==> src/rtl/lpb_pkg.sv <==
// Shared types and codes for the long-press power button controller.
// No dependencies; every other file in rtl/ imports this package.
package lpb_pkg;

  localparam int CFG_W = 16;
  localparam int CFG_IDX_W = 8;

  // Register indexes on the configuration port.
  localparam logic [CFG_IDX_W-1:0] REG_HOLD_LIMIT     = 8'd0;
  localparam logic [CFG_IDX_W-1:0] REG_BLINK_PERIOD   = 8'd1;
  localparam logic [CFG_IDX_W-1:0] REG_BLINK_ON       = 8'd2;
  localparam logic [CFG_IDX_W-1:0] REG_RELEASE_SAMPLE = 8'd3;

  // Reset values of the configuration registers.
  localparam logic [CFG_W-1:0] HOLD_LIMIT_RST     = 16'd3000;
  localparam logic [CFG_W-1:0] BLINK_PERIOD_RST   = 16'd500;
  localparam logic [CFG_W-1:0] BLINK_ON_RST       = 16'd250;
  localparam logic [CFG_W-1:0] RELEASE_SAMPLE_RST = 16'd100;

  typedef enum logic [1:0] {
    MODE_IDLE  = 2'd0,
    MODE_HOLD  = 2'd1,
    MODE_DISCH = 2'd2
  } mode_t;

  typedef enum logic [1:0] {
    LED_NONE     = 2'd0,
    LED_OFF      = 2'd1,
    LED_DEFAULT  = 2'd2,
    LED_SHUTDOWN = 2'd3
  } led_t;

  typedef struct packed {
    logic [CFG_W-1:0] hold_limit_ms;
    logic [CFG_W-1:0] led_period_ms;
    logic [CFG_W-1:0] led_on_ms;
    logic [CFG_W-1:0] release_sample_ms;
  } lpb_cfg_t;

  typedef struct packed {
    logic [1:0] mode;
    logic [1:0] led_cmd;
    logic       drive_low;
    logic       sample_strobe;
  } lpb_result_t;

endpackage

==> src/rtl/lpb_step.sv <==
// Next-state and result logic for one millisecond tick of the controller.
// Purely combinational; depends on lpb_pkg for codes and structs.
module lpb_step
  import lpb_pkg::*;
#(
  parameter int COUNT_BITS = 16
) (
  input  lpb_cfg_t              cfg,
  input  logic                  level,
  input  mode_t                 mode,
  input  logic [COUNT_BITS-1:0] held,
  input  logic [COUNT_BITS-1:0] phase,
  input  logic [COUNT_BITS-1:0] timer,
  input  logic                  begun,
  output mode_t                 mode_nxt,
  output logic [COUNT_BITS-1:0] held_nxt,
  output logic [COUNT_BITS-1:0] phase_nxt,
  output logic [COUNT_BITS-1:0] timer_nxt,
  output logic                  begun_nxt,
  output lpb_result_t           result
);

  localparam int CW = COUNT_BITS;
  // Compare widths wide enough for both counters and 16-bit registers.
  localparam int XW = (CW > CFG_W) ? CW : CFG_W;
  localparam int PW = (CW + 1 > CFG_W) ? CW + 1 : CFG_W;
  localparam logic [CW-1:0] CNT_MAX = {CW{1'b1}};

  logic [CW-1:0]    held_inc;
  logic [CW:0]      phase_inc;
  logic [CW-1:0]    phase_wrap;
  logic [CFG_W-1:0] interval_raw;
  logic [CW-1:0]    interval;
  logic [CW-1:0]    timer_dec;
  led_t             led;
  logic             strobe;

  // Counter arithmetic shared by the mode branches.
  always_comb begin
    held_inc = (held == CNT_MAX) ? held : held + 1'b1;
    phase_inc = (CW + 1)'(phase) + 1'b1;
    if (PW'(phase_inc) >= PW'(cfg.led_period_ms)) begin
      phase_wrap = '0;
    end else if (phase_inc[CW]) begin
      phase_wrap = CNT_MAX;
    end else begin
      phase_wrap = phase_inc[CW-1:0];
    end
    // A zero interval acts as one; large intervals clip to the counter range.
    interval_raw = (cfg.release_sample_ms == '0) ? CFG_W'(1) : cfg.release_sample_ms;
    if (XW'(interval_raw) > XW'(CNT_MAX)) begin
      interval = CNT_MAX;
    end else begin
      interval = CW'(interval_raw);
    end
    timer_dec = (timer != '0) ? timer - 1'b1 : '0;
  end

  // Mode transitions for one tick.
  always_comb begin
    mode_nxt  = mode;
    held_nxt  = held;
    phase_nxt = phase;
    timer_nxt = timer;
    begun_nxt = begun;
    led       = LED_NONE;
    strobe    = 1'b0;
    unique case (mode)
      MODE_DISCH: begin
        if (!begun) begin
          begun_nxt = 1'b1;
          held_nxt  = '0;
          led       = LED_OFF;
          timer_nxt = interval;
        end else begin
          timer_nxt = timer_dec;
          if (timer_dec == '0) begin
            strobe = 1'b1;
            if (level) begin
              mode_nxt  = MODE_IDLE;
              begun_nxt = 1'b0;
              held_nxt  = '0;
              led       = LED_DEFAULT;
            end else begin
              timer_nxt = interval;
            end
          end
        end
      end
      MODE_HOLD: begin
        if (level) begin
          mode_nxt = MODE_IDLE;
          held_nxt = '0;
          led      = LED_DEFAULT;
        end else begin
          held_nxt  = held_inc;
          phase_nxt = phase_wrap;
          led = (XW'(phase_wrap) < XW'(cfg.led_on_ms)) ? LED_SHUTDOWN : LED_DEFAULT;
          if (XW'(held_inc) >= XW'(cfg.hold_limit_ms)) begin
            mode_nxt  = MODE_DISCH;
            begun_nxt = 1'b0;
          end
        end
      end
      default: begin
        // Idle, and the unused code, which behaves as idle.
        if (!level) begin
          mode_nxt  = MODE_HOLD;
          held_nxt  = '0;
          phase_nxt = '0;
        end
      end
    endcase
  end

  always_comb begin
    result.mode          = mode_nxt;
    result.led_cmd       = led;
    result.drive_low     = (mode_nxt == MODE_DISCH) && begun_nxt;
    result.sample_strobe = strobe;
  end

endmodule

==> config.mk <==
export PLATFORM = sky130hd
export DESIGN_NAME = lpb_step
export DESIGN_NICKNAME = d
export VERILOG_FILES = /design/src/rtl/lpb_pkg.sv /design/src/rtl/lpb_step.sv
export SDC_FILE = /design/constraint.sdc
export NUM_CORES = 1
export LEC_CHECK = 0
export BUFFER_PORTS_ARGS = -buffer_cell sky130_fd_sc_hd__buf_2
export CORE_AREA = 4 4 98 100
export DETAILED_ROUTE_END_ITERATION = 12
export DIE_AREA = 0 0 102 104
export PLACE_DENSITY = 0.76
export REMOVE_ABC_BUFFERS = 1
export SETUP_SLACK_MARGIN = 0.1
export SYNTH_ARGS = -nofsm -noshare
export SYNTH_HDL_FRONTEND = slang
export SYNTH_SLANG_ARGS = --single-unit
==> constraint.sdc <==
create_clock -name vclk -period 4
set_input_delay 0.4 -clock vclk [all_inputs]
set_output_delay 0.4 -clock vclk [all_outputs]
set_load 0.01 [all_outputs]
==> summary.txt, run 1 <==
Global route
  • GRT Util Overall: between 20% and 30%
  • Largest net degree at the start of global routing: 37
  • Global-route wire length before repair: between 20000 and 25000 µm
  • Initial antenna violation count: 0
  • Vias in the first global route: between 5000 and 6000
  • Overflow after GRT: 0

Floorplanning
  • Initial Util: 42.4%
  • Num rows: 34
  • Core ar.: about 8700 µm²
  • Die width: 102 µm
  • Die area: 10600 µm²
  • Overall die height: around 100 µm
  • Num ports: 173

Route
  • Via density: around 6.0
  • Total Wirelength: between 15000 and 20000 µm
  • DRC Markers: 0
  • Detailed Routing Iterations Pass 1: 5
  • Vias: approximately 5400
  • Initial drt markers: roughly 270
  • Wire length per cell: ~18 µm
  • Final ANT Viol Nets: 0

Placement
  • Dpl hpwl: 11800 µm
  • Pre-CTS setup slack: -0.864 ns
  • IO Port Bufs: 173
  • GPL Wtd Cong: just under 0.9

Synthesis
  • Post-synth cell types: between 60 and 70
  • Most instantiated library cell after synthesis: inv_1
  • Mean Syn Cell Area: roughly 6.7 µm²
  • Share of the synthesized area in the top cell type: 17.7%
  • Post-synth top cells: inv_1 (66), ha_1 (52), nand2_1 (47)
  • Yosys Warn Count: 0
  • Mapped Cells: between 500 and 600
  • Synth Area in Simple Gates: around 29%
  • Post-synthesis mux area share: less than 1%
  • Synth top area cells: ha_1 (18%), inv_1 (6.7%), nand2_1 (4.8%)
  • Largest area contributor in the netlist: ha_1
  • Post-Synth Adder-Cell Area: between 10% and 20%
  • Compound-Gate Fraction of Synth Area: ~35%
  • Synthesized area: around 3700 µm²
  • Main combinational cell family by area after synthesis: compound AO/OA/AOI/OAI gates
  • Sequential area share after synthesis: 0%
  • Xor-xnor portion of the synthesized cell area: between 5 and 6%

Pwr
  • VDD IR max: 97.2 µV
  • PD cells: between 100 and 150 nW/µm²
  • LEAKAGE: 3.05 nW

Setup path
  • Worst setup SP type: input pin
  • Critical Path Sink Type: output pin
  • Critical path arrival: 4.13 ns
  • Data required time at the worst endpoint: 3.60 ns
  • Crit-path max FO: 7
  • Setup Crit Path Kind: input pin to output pin
  • Worst setup path startpoint: phase[2]

STA
  • Slew headroom: between 50% and 60%
  • Pins Over Slew Limit: 0
  • Final worst-path cycle share: 113%
  • Final hold viol count: 0
  • Hold WS: around 1.1 ns
  • RSZ-0062 raised after global routing: true
  • Period minus WS final: between 4 and 5 ns
  • Final setup fails: 2
  • Final worst setup slack: -0.530 ns
  • Worst Max-Slew Pin Slew: ~0.68 ns
  • Max Clock Freq: roughly 220 MHz

Status
  • Run status: finished with violations
  • Failing checks: negative setup slack

Layout
  • Area Overhead vs Synth: 59.9%
  • Clkbuf count: 0
  • Seq_cells: 0
  • Layout cells sized above 1: around 45%
  • Register area: 0 µm²
  • Ant diodes: 0
  • Nets: just under 1000

Worst hold path
  • Hold Crit Class: input pin to output pin
  • Hold Startpoint: cfg[6]

Job
  • Max_cap viols: 0
-- per-layer routing --
metal	wire length [µm]	global-route usage (%)
met5	0	0
met1	6250	32.4
met4	595	8.43
met3	1430	2.62
met2	7930	47.0
-- worst paths after layout --
path | slack, ns | to | cells after the start
max | -0.53 | result[2] | 20
min | 1.13 | timer_nxt[6] | 3
-- critical path, stage by stage --
cell and delay [ns]:
buf_6 0.07, and3_4 0.21, and4_4 0.24, nor3b_4 0.21, and3_1 0.20, xor2_1 0.23
ha_1 0.29, nand3_2 0.09, a21oi_2 0.04, a211o_1 0.27, a211oi_2 0.23, buf_4 0.23
buf_6 0.11, a21boi_1 0.20, ha_1 0.15, nand2_1 0.07, a2111o_1 0.49, nor3_2 0.17
a211oi_2 0.09, buf_2 0.14
-- cell families (layout without fill, tap and decap cells) --
family / count (synthesis) / in the layout
AOI/OAI and AO/OA: 173 / 173
adders and majority gates: 52 / 52
muxes: 2 / 2
and+or+nand+nor: 193 / 193
xor gates and xnor gates: 25 / 25
buffers and inverters: 101 / 350
-- metrics by stage --
stage	std cells	util, %	setup TNS [ns]	total power [mW]	area, µm²
CTS	888	63.3	-0.421	0.619	5490
global route	903	67.8	-1.10	0.750	5880
floorplan	513	-	-0.889	0.284	3510
detailed placement	871	58.6	-1.58	0.558	5090
global placement	871	58.6	-0.854	0.545	5090
finish	903	67.8	-0.777	0.694	5880
-- layout make-up --
cell class | instances | area [µm²]
well taps | 108 | 135
inverters | 68 | 255
multi-input cells | 445 | 3700
fillers | 718 | 2790
repair buffers | 282 | 1790
-- report_power, final --
part | switching (mW) | internal, mW
sequential | 0 | 0
combinational | 0.354 | 0.340
clock | 0 | 0
total | 0.354 | 0.340
-- layout by cell type, fill, tap and decap left out, drive strengths merged, types with 7 or more instances in the layout --
| master | n |
|---|---|
| ha | 52 |
| a31oi | 9 |
| a211o | 7 |
| a21oi | 24 |
| o21a | 10 |
| o21ai | 22 |
| nor2 | 31 |
| nor3 | 16 |
| nor4 | 8 |
| nand2 | 47 |
| and3 | 12 |
| xnor2 | 10 |
| a21o | 12 |
| inv | 66 |
| nand4 | 15 |
| nand3 | 21 |
| a22o | 18 |
| a21boi | 10 |
| buf | 282 |
| xor2 | 15 |
-- what timing repair did --
| action | CTS | global route |
|---|---|---|
| endpoints found under the hold margin | 0 | 0 |
| pin swaps | 27 | 27 |
| setup buffers | 17 | 18 |
| hold buffers | 0 | 0 |
| endpoints found under the setup margin | 16 | 36 |
| gates resized for setup | 56 | 57 |
No activity file was read; power rests on OpenSTA's default activity.
==> run 2, diff against run 1 <==
--- a/config.mk
+++ b/config.mk
@@ -9,7 +9,7 @@
 export CORE_AREA = 4 4 98 100
 export DETAILED_ROUTE_END_ITERATION = 12
 export DIE_AREA = 0 0 102 104
-export PLACE_DENSITY = 0.76
+export PLACE_DENSITY = 0.82
 export REMOVE_ABC_BUFFERS = 1
 export SETUP_SLACK_MARGIN = 0.1
 export SYNTH_ARGS = -nofsm -noshare
==> run 2 against run 1 <==
Against the previous run:
- the run still ends with negative setup slack left
- sequential share of layout area stayed put
- wire length down 2.3%
- combinational power shrank 3%
- hold slack worse by 0.00085 ns
- setup slack better by 0.099 ns
- count of clock-buffer cells in the layout is the same
- critical path type unchanged
- first-iteration DRC count rose by 24%
==> summary.txt, run 2 (synthesized netlist as in run 1, its figures left out) <==
Global route
  • Largest net degree at the start of global routing: 37 (unchanged)
  • GRT Util Overall: 26.4% (was 26.3%)
  • Vias in the first global route: 5058 (was 5161)
  • GR peak layer: met2 (unchanged)
  • Met1 Usage GRT: 33.3% (was 32.4%)
  • Global-route wire length before repair: 23800 µm (was 23700 µm)
  • Initial antenna violation count: 0 (unchanged)
  • GR Layer Usage met2: 45.9% (was 47.0%)
  • Overflow after GRT: 0 (unchanged)
  • Met3 Use GR: 2.55% (was 2.62%)

Placement
  • Dpl hpwl: 11800 µm (about the same)
  • GPL Wtd Cong: 0.924 (was 0.888)
  • IO Port Bufs: 173 (unchanged)

Layout
  • Clkbuf count: 0 (unchanged)
  • Footprint of the multi-input gates: 3710 µm² (was 3700 µm²)
  • Commonest cells after routing, fill and taps aside: buf_2 (169), buf_4 (89), inv_1 (63) (was buf_2 (162), buf_4 (98), inv_1 (65))
  • Layout cells sized above 1: 45.1% (was 44.8%)
  • Seq_cells: 0 (unchanged)
  • Ant diodes: 0 (unchanged)
  • Register area: 0 µm² (unchanged)
  • Area Overhead vs Synth: 55.1% (was 59.9%)
  • Commonest non-fill, non-tap cell in the layout: buf_2 (unchanged)
  • Nets: 949 (was 965)
  • Fill cells: 742 (was 718)

STA
  • Pins Over Slew Limit: 0 (unchanged)
  • Final worst-path cycle share: 111% (was 113%)
  • Final worst setup slack: -0.431 ns (was -0.530 ns)
  • Final hold viol count: 0 (unchanged)
  • Hold WS: 1.13 ns (about the same)
  • Final setup fails: 1 (was 2)
  • Slew headroom: 57.6% (was 54.5%)
  • Max Clock Freq: 226 MHz (was 221 MHz)
  • Worst Max-Slew Pin Slew: 0.635 ns (was 0.681 ns)
  • RSZ-0062 raised after global routing: true (unchanged)
  • Setup TNS: -0.431 ns (was -0.777 ns)
  • Period minus WS final: 4.43 ns (was 4.53 ns)

Job
  • Max_cap viols: 0 (unchanged)

Pwr
  • VDD IR max: 86.1 µV (was 97.2 µV)
  • Share of power burned in registers: 0% (about the same)
  • Comb pwr share: 100.0% (about the same)
  • PD cells: 118 nW/µm² (about the same)
  • Sw Share: 51.8% (was 51.0%)
  • LEAKAGE: 2.95 nW (was 3.05 nW)
  • Clock share of power: 0% (about the same)
  • Int Pwr: 326 µW (was 340 µW)
  • Net Sw Power: 350 µW (was 354 µW)

Route
  • Final ANT Viol Nets: 0 (unchanged)
  • Wire length per cell: 17.8 µm (was 17.9 µm)
  • Detailed Routing Iterations Pass 1: 5 (unchanged)
  • DRC Markers: 0 (unchanged)
  • Initial drt markers: 336 (was 272)
  • Total Wirelength: 15800 µm (was 16200 µm)
  • Via density: 6.09 (was 6.01)
  • Vias: 5404 (was 5423)

Floorplanning
  • Die width: 102 µm (unchanged)
  • Overall die height: 104 µm (unchanged)
  • Num ports: 173 (unchanged)
  • Core ar.: 8680 µm² (unchanged)
  • Initial Util: 42.4% (unchanged)
  • Num rows: 34 (unchanged)
  • Die area: 10600 µm² (unchanged)

Setup path
  • Critical path arrival: 4.03 ns (was 4.13 ns)
  • Crit-path max FO: 4 (was 7)
  • CP Cell Sequence: buf_2 > and4_4 > nand3_4 > nor2_4 > buf_4 > xnor2_2 > inv_2 > ha_4 > nand4_1 > o41ai_2 > a211o_1 > a211oi_2 > buf_4 > buf_12 > buf_6 > o21a_1 > ha_1 > nand4_1 > a2111o_1 > nor3_2 > a211oi_2 > buf_2 (was buf_6 > and3_4 > and4_4 > nor3b_4 > and3_1 > xor2_1 > ha_1 > nand3_2 > a21oi_2 > a211o_1 > a211oi_2 > buf_4 > buf_6 > a21boi_1 > ha_1 > nand2_1 > a2111o_1 > nor3_2 > a211oi_2 > buf_2)
  • Slowest CP cell: a2111o_1 (unchanged)
  • Data required time at the worst endpoint: 3.60 ns (about the same)
  • Worst setup SP type: input pin (unchanged)
  • Critical path's top delay family: compound AO/OA/AOI/OAI gates (unchanged)
  • Setup Crit Path Kind: input pin to output pin (unchanged)
  • Buf/Inv on CP: 7 (was 4)
  • Critical path's largest stage delay: 0.40 ns (was 0.49 ns)
  • Critical Path Sink Type: output pin (unchanged)

Worst hold path
  • Hold Crit Class: input pin to output pin (unchanged)

Status
  • Failing checks: negative setup slack (unchanged)
  • Run status: finished with violations (unchanged)
==> run 2: cell types whose count changed in the layout (fill, tap and decap cells not counted), moves of 3 or more <==
cell	change
xnor2_2	+3
buf_6	-16
buf_4	-9
buf_2	+7
==> run 2: path summary, 6_finish.rpt <==
check,cells after the start,endpoint,startpoint
worst min-delay path,3,timer_nxt[6],cfg[6]
worst max-delay path,22,result[2],phase[8]
==> run 2: area by class of cell <==
cell class / count / share of cell area, %
tap: 108 / 2.37
multi-input combinational: 445 / 65.0
inverter: 68 / 4.47
timing repair buffer: 266 / 28.2
==> run 2: power by group through the flow <==
| stage | sequential (mW) | combinational [mW] | clock [mW] |
|---|---|---|---|
| 4_1_cts | 0 | 0.607 | 0 |
| 3_5_place_dp | 0 | 0.557 | 0 |
| 2_1_floorplan | 0 | 0.284 | 0 |
| 6_report | 0 | 0.676 | 0 |
| 3_3_place_gp | 0 | 0.538 | 0 |
| 5_1_grt | 0 | 0.732 | 0 |
==> run 2: worst min-delay path, stage by stage <==
cell	delay, ns
buf_2	0.09
a221o_1	0.12
buf_2	0.12
==> run 2: routing by layer <==
| metal | wire [µm] | share of wire (%) | vias to the layer above |
|---|---|---|---|
| met5 | 0 | 0 | - |
| met4 | 675 | 4.3 | 0 |
| met3 | 1290 | 8.2 | 66 |
| met2 | 7850 | 50 | 308 |
| met1 | 6010 | 38 | 2511 |
| li1 | - | - | 2519 |
==> run 2: repair_timing <==
action / 4_1_cts / 5_1_grt
hold buffers: 0 / 0
setup buffers: 14 / 11
gates resized for setup: 40 / 65
endpoints found under the hold margin: 0 / 0
pin swaps: 20 / 41
setup endpoints to repair: 10 / 39
==> run 2: per-stage QoR <==
stage | utilization [%] | area (µm²) | total power [mW] | setup WS (ns) | instances
2_1_floorplan | - | 3510 | 0.284 | -0.889 | 513
3_3_place_gp | 58.0 | 5030 | 0.538 | -0.547 | 864
3_5_place_dp | 58.0 | 5030 | 0.557 | -0.656 | 864
4_1_cts | 61.3 | 5320 | 0.607 | -0.316 | 878
5_1_grt | 65.8 | 5710 | 0.732 | -0.575 | 887
6_report | 65.8 | 5710 | 0.676 | -0.431 | 887
==> run 3, diff against run 2 <==
--- a/config.mk
+++ b/config.mk
@@ -10,6 +10,7 @@
 export DETAILED_ROUTE_END_ITERATION = 12
 export DIE_AREA = 0 0 102 104
 export PLACE_DENSITY = 0.82
+export RECOVER_POWER = 100
 export REMOVE_ABC_BUFFERS = 1
 export SETUP_SLACK_MARGIN = 0.1
 export SYNTH_ARGS = -nofsm -noshare
==> run 3 against run 2 <==
Against the previous run:
- setup slack improved by 0.0088 ns
- highest routed layer unchanged
- first-iteration DRC count up 18%
- core utilization fell by 0.26 points
- combinational power about the same
- the run still ends with negative setup slack left
- wire length fell by 0.35%
- count of clock-buffer cells in the layout unchanged
- non-clock buffer count unchanged
- sequential share of layout area is the same
- critical path depth grew 1
- via count down 0.83%
- flip-flop and latch count did not move
- design area shrank 0.39%
==> summary.txt, run 3 (synthesized netlist as in run 1, its figures left out) <==
Setup path
  • Critical path arrival: 4.02 ns (was 4.03 ns)
  • Slowest CP cell: a2111o_1 (unchanged)
  • Critical path's largest stage delay: 0.40 ns (about the same)
  • Critical Path Sink Type: output pin (unchanged)
  • Setup Crit Path Kind: input pin to output pin (unchanged)
  • Buf/Inv on CP: 9 (was 7)
  • Most frequent CP cell: buf_4
  • CP Cell Sequence: buf_2 > and4_4 > nand3_4 > nor2_4 > buf_4 > xnor2_2 > inv_2 > ha_4 > nand4_1 > buf_4 > buf_4 > nor2_1 > a211oi_2 > buf_4 > buf_12 > buf_6 > o21a_1 > ha_1 > nand4_1 > a2111o_1 > nor3_2 > a211oi_2 > buf_2 (was buf_2 > and4_4 > nand3_4 > nor2_4 > buf_4 > xnor2_2 > inv_2 > ha_4 > nand4_1 > o41ai_2 > a211o_1 > a211oi_2 > buf_4 > buf_12 > buf_6 > o21a_1 > ha_1 > nand4_1 > a2111o_1 > nor3_2 > a211oi_2 > buf_2)
  • Data required time at the worst endpoint: 3.60 ns (about the same)
  • Crit-path max FO: 4 (unchanged)
  • Critical path's top delay family: buffers and inverters (was compound AO/OA/AOI/OAI gates)
  • Worst setup SP type: input pin (unchanged)
  • CP Depth: 23 (was 22)

Floorplanning
  • Die area: 10600 µm² (unchanged)
  • Initial Util: 42.4% (unchanged)
  • Die width: 102 µm (unchanged)
  • Core ar.: 8680 µm² (unchanged)
  • Overall die height: 104 µm (unchanged)
  • Num rows: 34 (unchanged)
  • Num ports: 173 (unchanged)

STA
  • RSZ-0062 raised after global routing: true (unchanged)
  • Slew headroom: 57.7% (was 57.6%)
  • Max Clock Freq: 226 MHz (about the same)
  • Final worst setup slack: -0.423 ns (was -0.431 ns)
  • Period minus WS final: 4.42 ns (was 4.43 ns)
  • Final worst-path cycle share: 111% (about the same)
  • Pins Over Slew Limit: 0 (unchanged)
  • Worst Max-Slew Pin Slew: 0.633 ns (was 0.635 ns)
  • Final setup fails: 1 (unchanged)
  • Final hold viol count: 0 (unchanged)

Route
  • DRC Markers: 0 (unchanged)
  • Total Wirelength: 15800 µm (about the same)
  • Wire length per cell: 17.8 µm (about the same)
  • Initial drt markers: 397 (was 336)
  • Final ANT Viol Nets: 0 (unchanged)
  • Via density: 6.04 (was 6.09)
  • Detailed Routing Iterations Pass 1: 5 (unchanged)
  • Vias: 5359 (was 5404)

Global route
  • GRT Util Overall: 26.4% (unchanged)
  • Overflow after GRT: 0 (unchanged)
  • Vias in the first global route: 5058 (unchanged)
  • Largest net degree at the start of global routing: 37 (unchanged)
  • Initial antenna violation count: 0 (unchanged)
  • Global-route wire length before repair: 23800 µm (unchanged)

Layout
  • Clkbuf count: 0 (unchanged)
  • Register area: 0 µm² (unchanged)
  • Commonest non-fill, non-tap cell in the layout: buf_2 (unchanged)
  • Seq_cells: 0 (unchanged)
  • Ant diodes: 0 (unchanged)
  • Nets: 949 (unchanged)
  • Core Util, Final: 65.5% (was 65.8%)
  • Commonest cells after routing, fill and taps aside: buf_2 (169), buf_4 (89), inv_1 (63) (unchanged)
  • Layout cells sized above 1: 44.8% (was 45.1%)
  • Fill cells: 746 (was 742)
  • Area Overhead vs Synth: 54.5% (was 55.1%)

Status
  • Failing checks: negative setup slack (unchanged)
  • Run status: finished with violations (unchanged)

Placement
  • Dpl hpwl: 11800 µm (unchanged)
  • Pre-CTS setup slack: -0.656 ns (unchanged)
  • GPL Wtd Cong: 0.924 (unchanged)
  • IO Port Bufs: 173 (unchanged)

Pwr
  • PD cells: 119 nW/µm² (was 118 nW/µm²)
  • VDD IR max: 86.0 µV (was 86.1 µV)
  • LEAKAGE: 2.93 nW (was 2.95 nW)

Worst hold path
  • Hold Crit Class: input pin to output pin (unchanged)
  • Hold Crit Depth: 3 (unchanged)

Clocking
  • CTS Hold Buffers Added: 0 (unchanged)

Job
  • Max_cap viols: 0 (unchanged)
[run 3: cell types whose count changed in the layout (fill, tap and decap cells not counted)]
cell,delta
nand4b_1,+1
o41ai_1,+1
o41ai_2,-1
nand4b_4,-1
[run 3: worst paths after layout]
check | from | to
setup / recovery | phase[8] | result[2]
hold / removal | cfg[6] | timer_nxt[6]
[run 3: final cells by class]
type               instances  area [µm²]  share of cell area (%)
multi-input cells        445        3680                    64.8
well taps                108         135                    2.38
inverters                 68         255                    4.49
repair buffers           266        1610                    28.3
[run 3: per-stage QoR]
stage | TNS, ns | hold WS [ns] | cells | total power, mW | cell area, µm²
5_1_grt | -2.16 | 1.14 | 887 | 0.730 | 5680
3_3_place_gp | -0.555 | 1.12 | 864 | 0.538 | 5030
4_1_cts | -0.316 | 1.13 | 878 | 0.607 | 5320
2_1_floorplan | -0.889 | 0.902 | 513 | 0.284 | 3510
3_5_place_dp | -0.818 | 1.13 | 864 | 0.557 | 5030
6_report | -0.423 | 1.13 | 887 | 0.674 | 5680
[run 3: layer usage]
layer  share of wire [%]  up-vias  global-route usage (%)  wire (µm)
li1                    -     2516                       -          -
met1                  38     2497                    33.3       6030
met2                  50      292                    45.9       7880
met3                 7.9       54                    2.55       1250
met4                 3.9        0                    9.47        620
met5                   0        -                       0          0
[run 3: report_power, final]
part	total, mW	internal [mW]	switching, mW
Clock	0	0	0
Sequential	0	0	0
Combinational	0.674	0.325	0.348
[run 3: repair_timing]
item,4_1_cts,5_1_grt
endpoints found under the setup margin,10,39
setup buffers,14,11
gates resized for setup,40,65
pin swaps,20,41
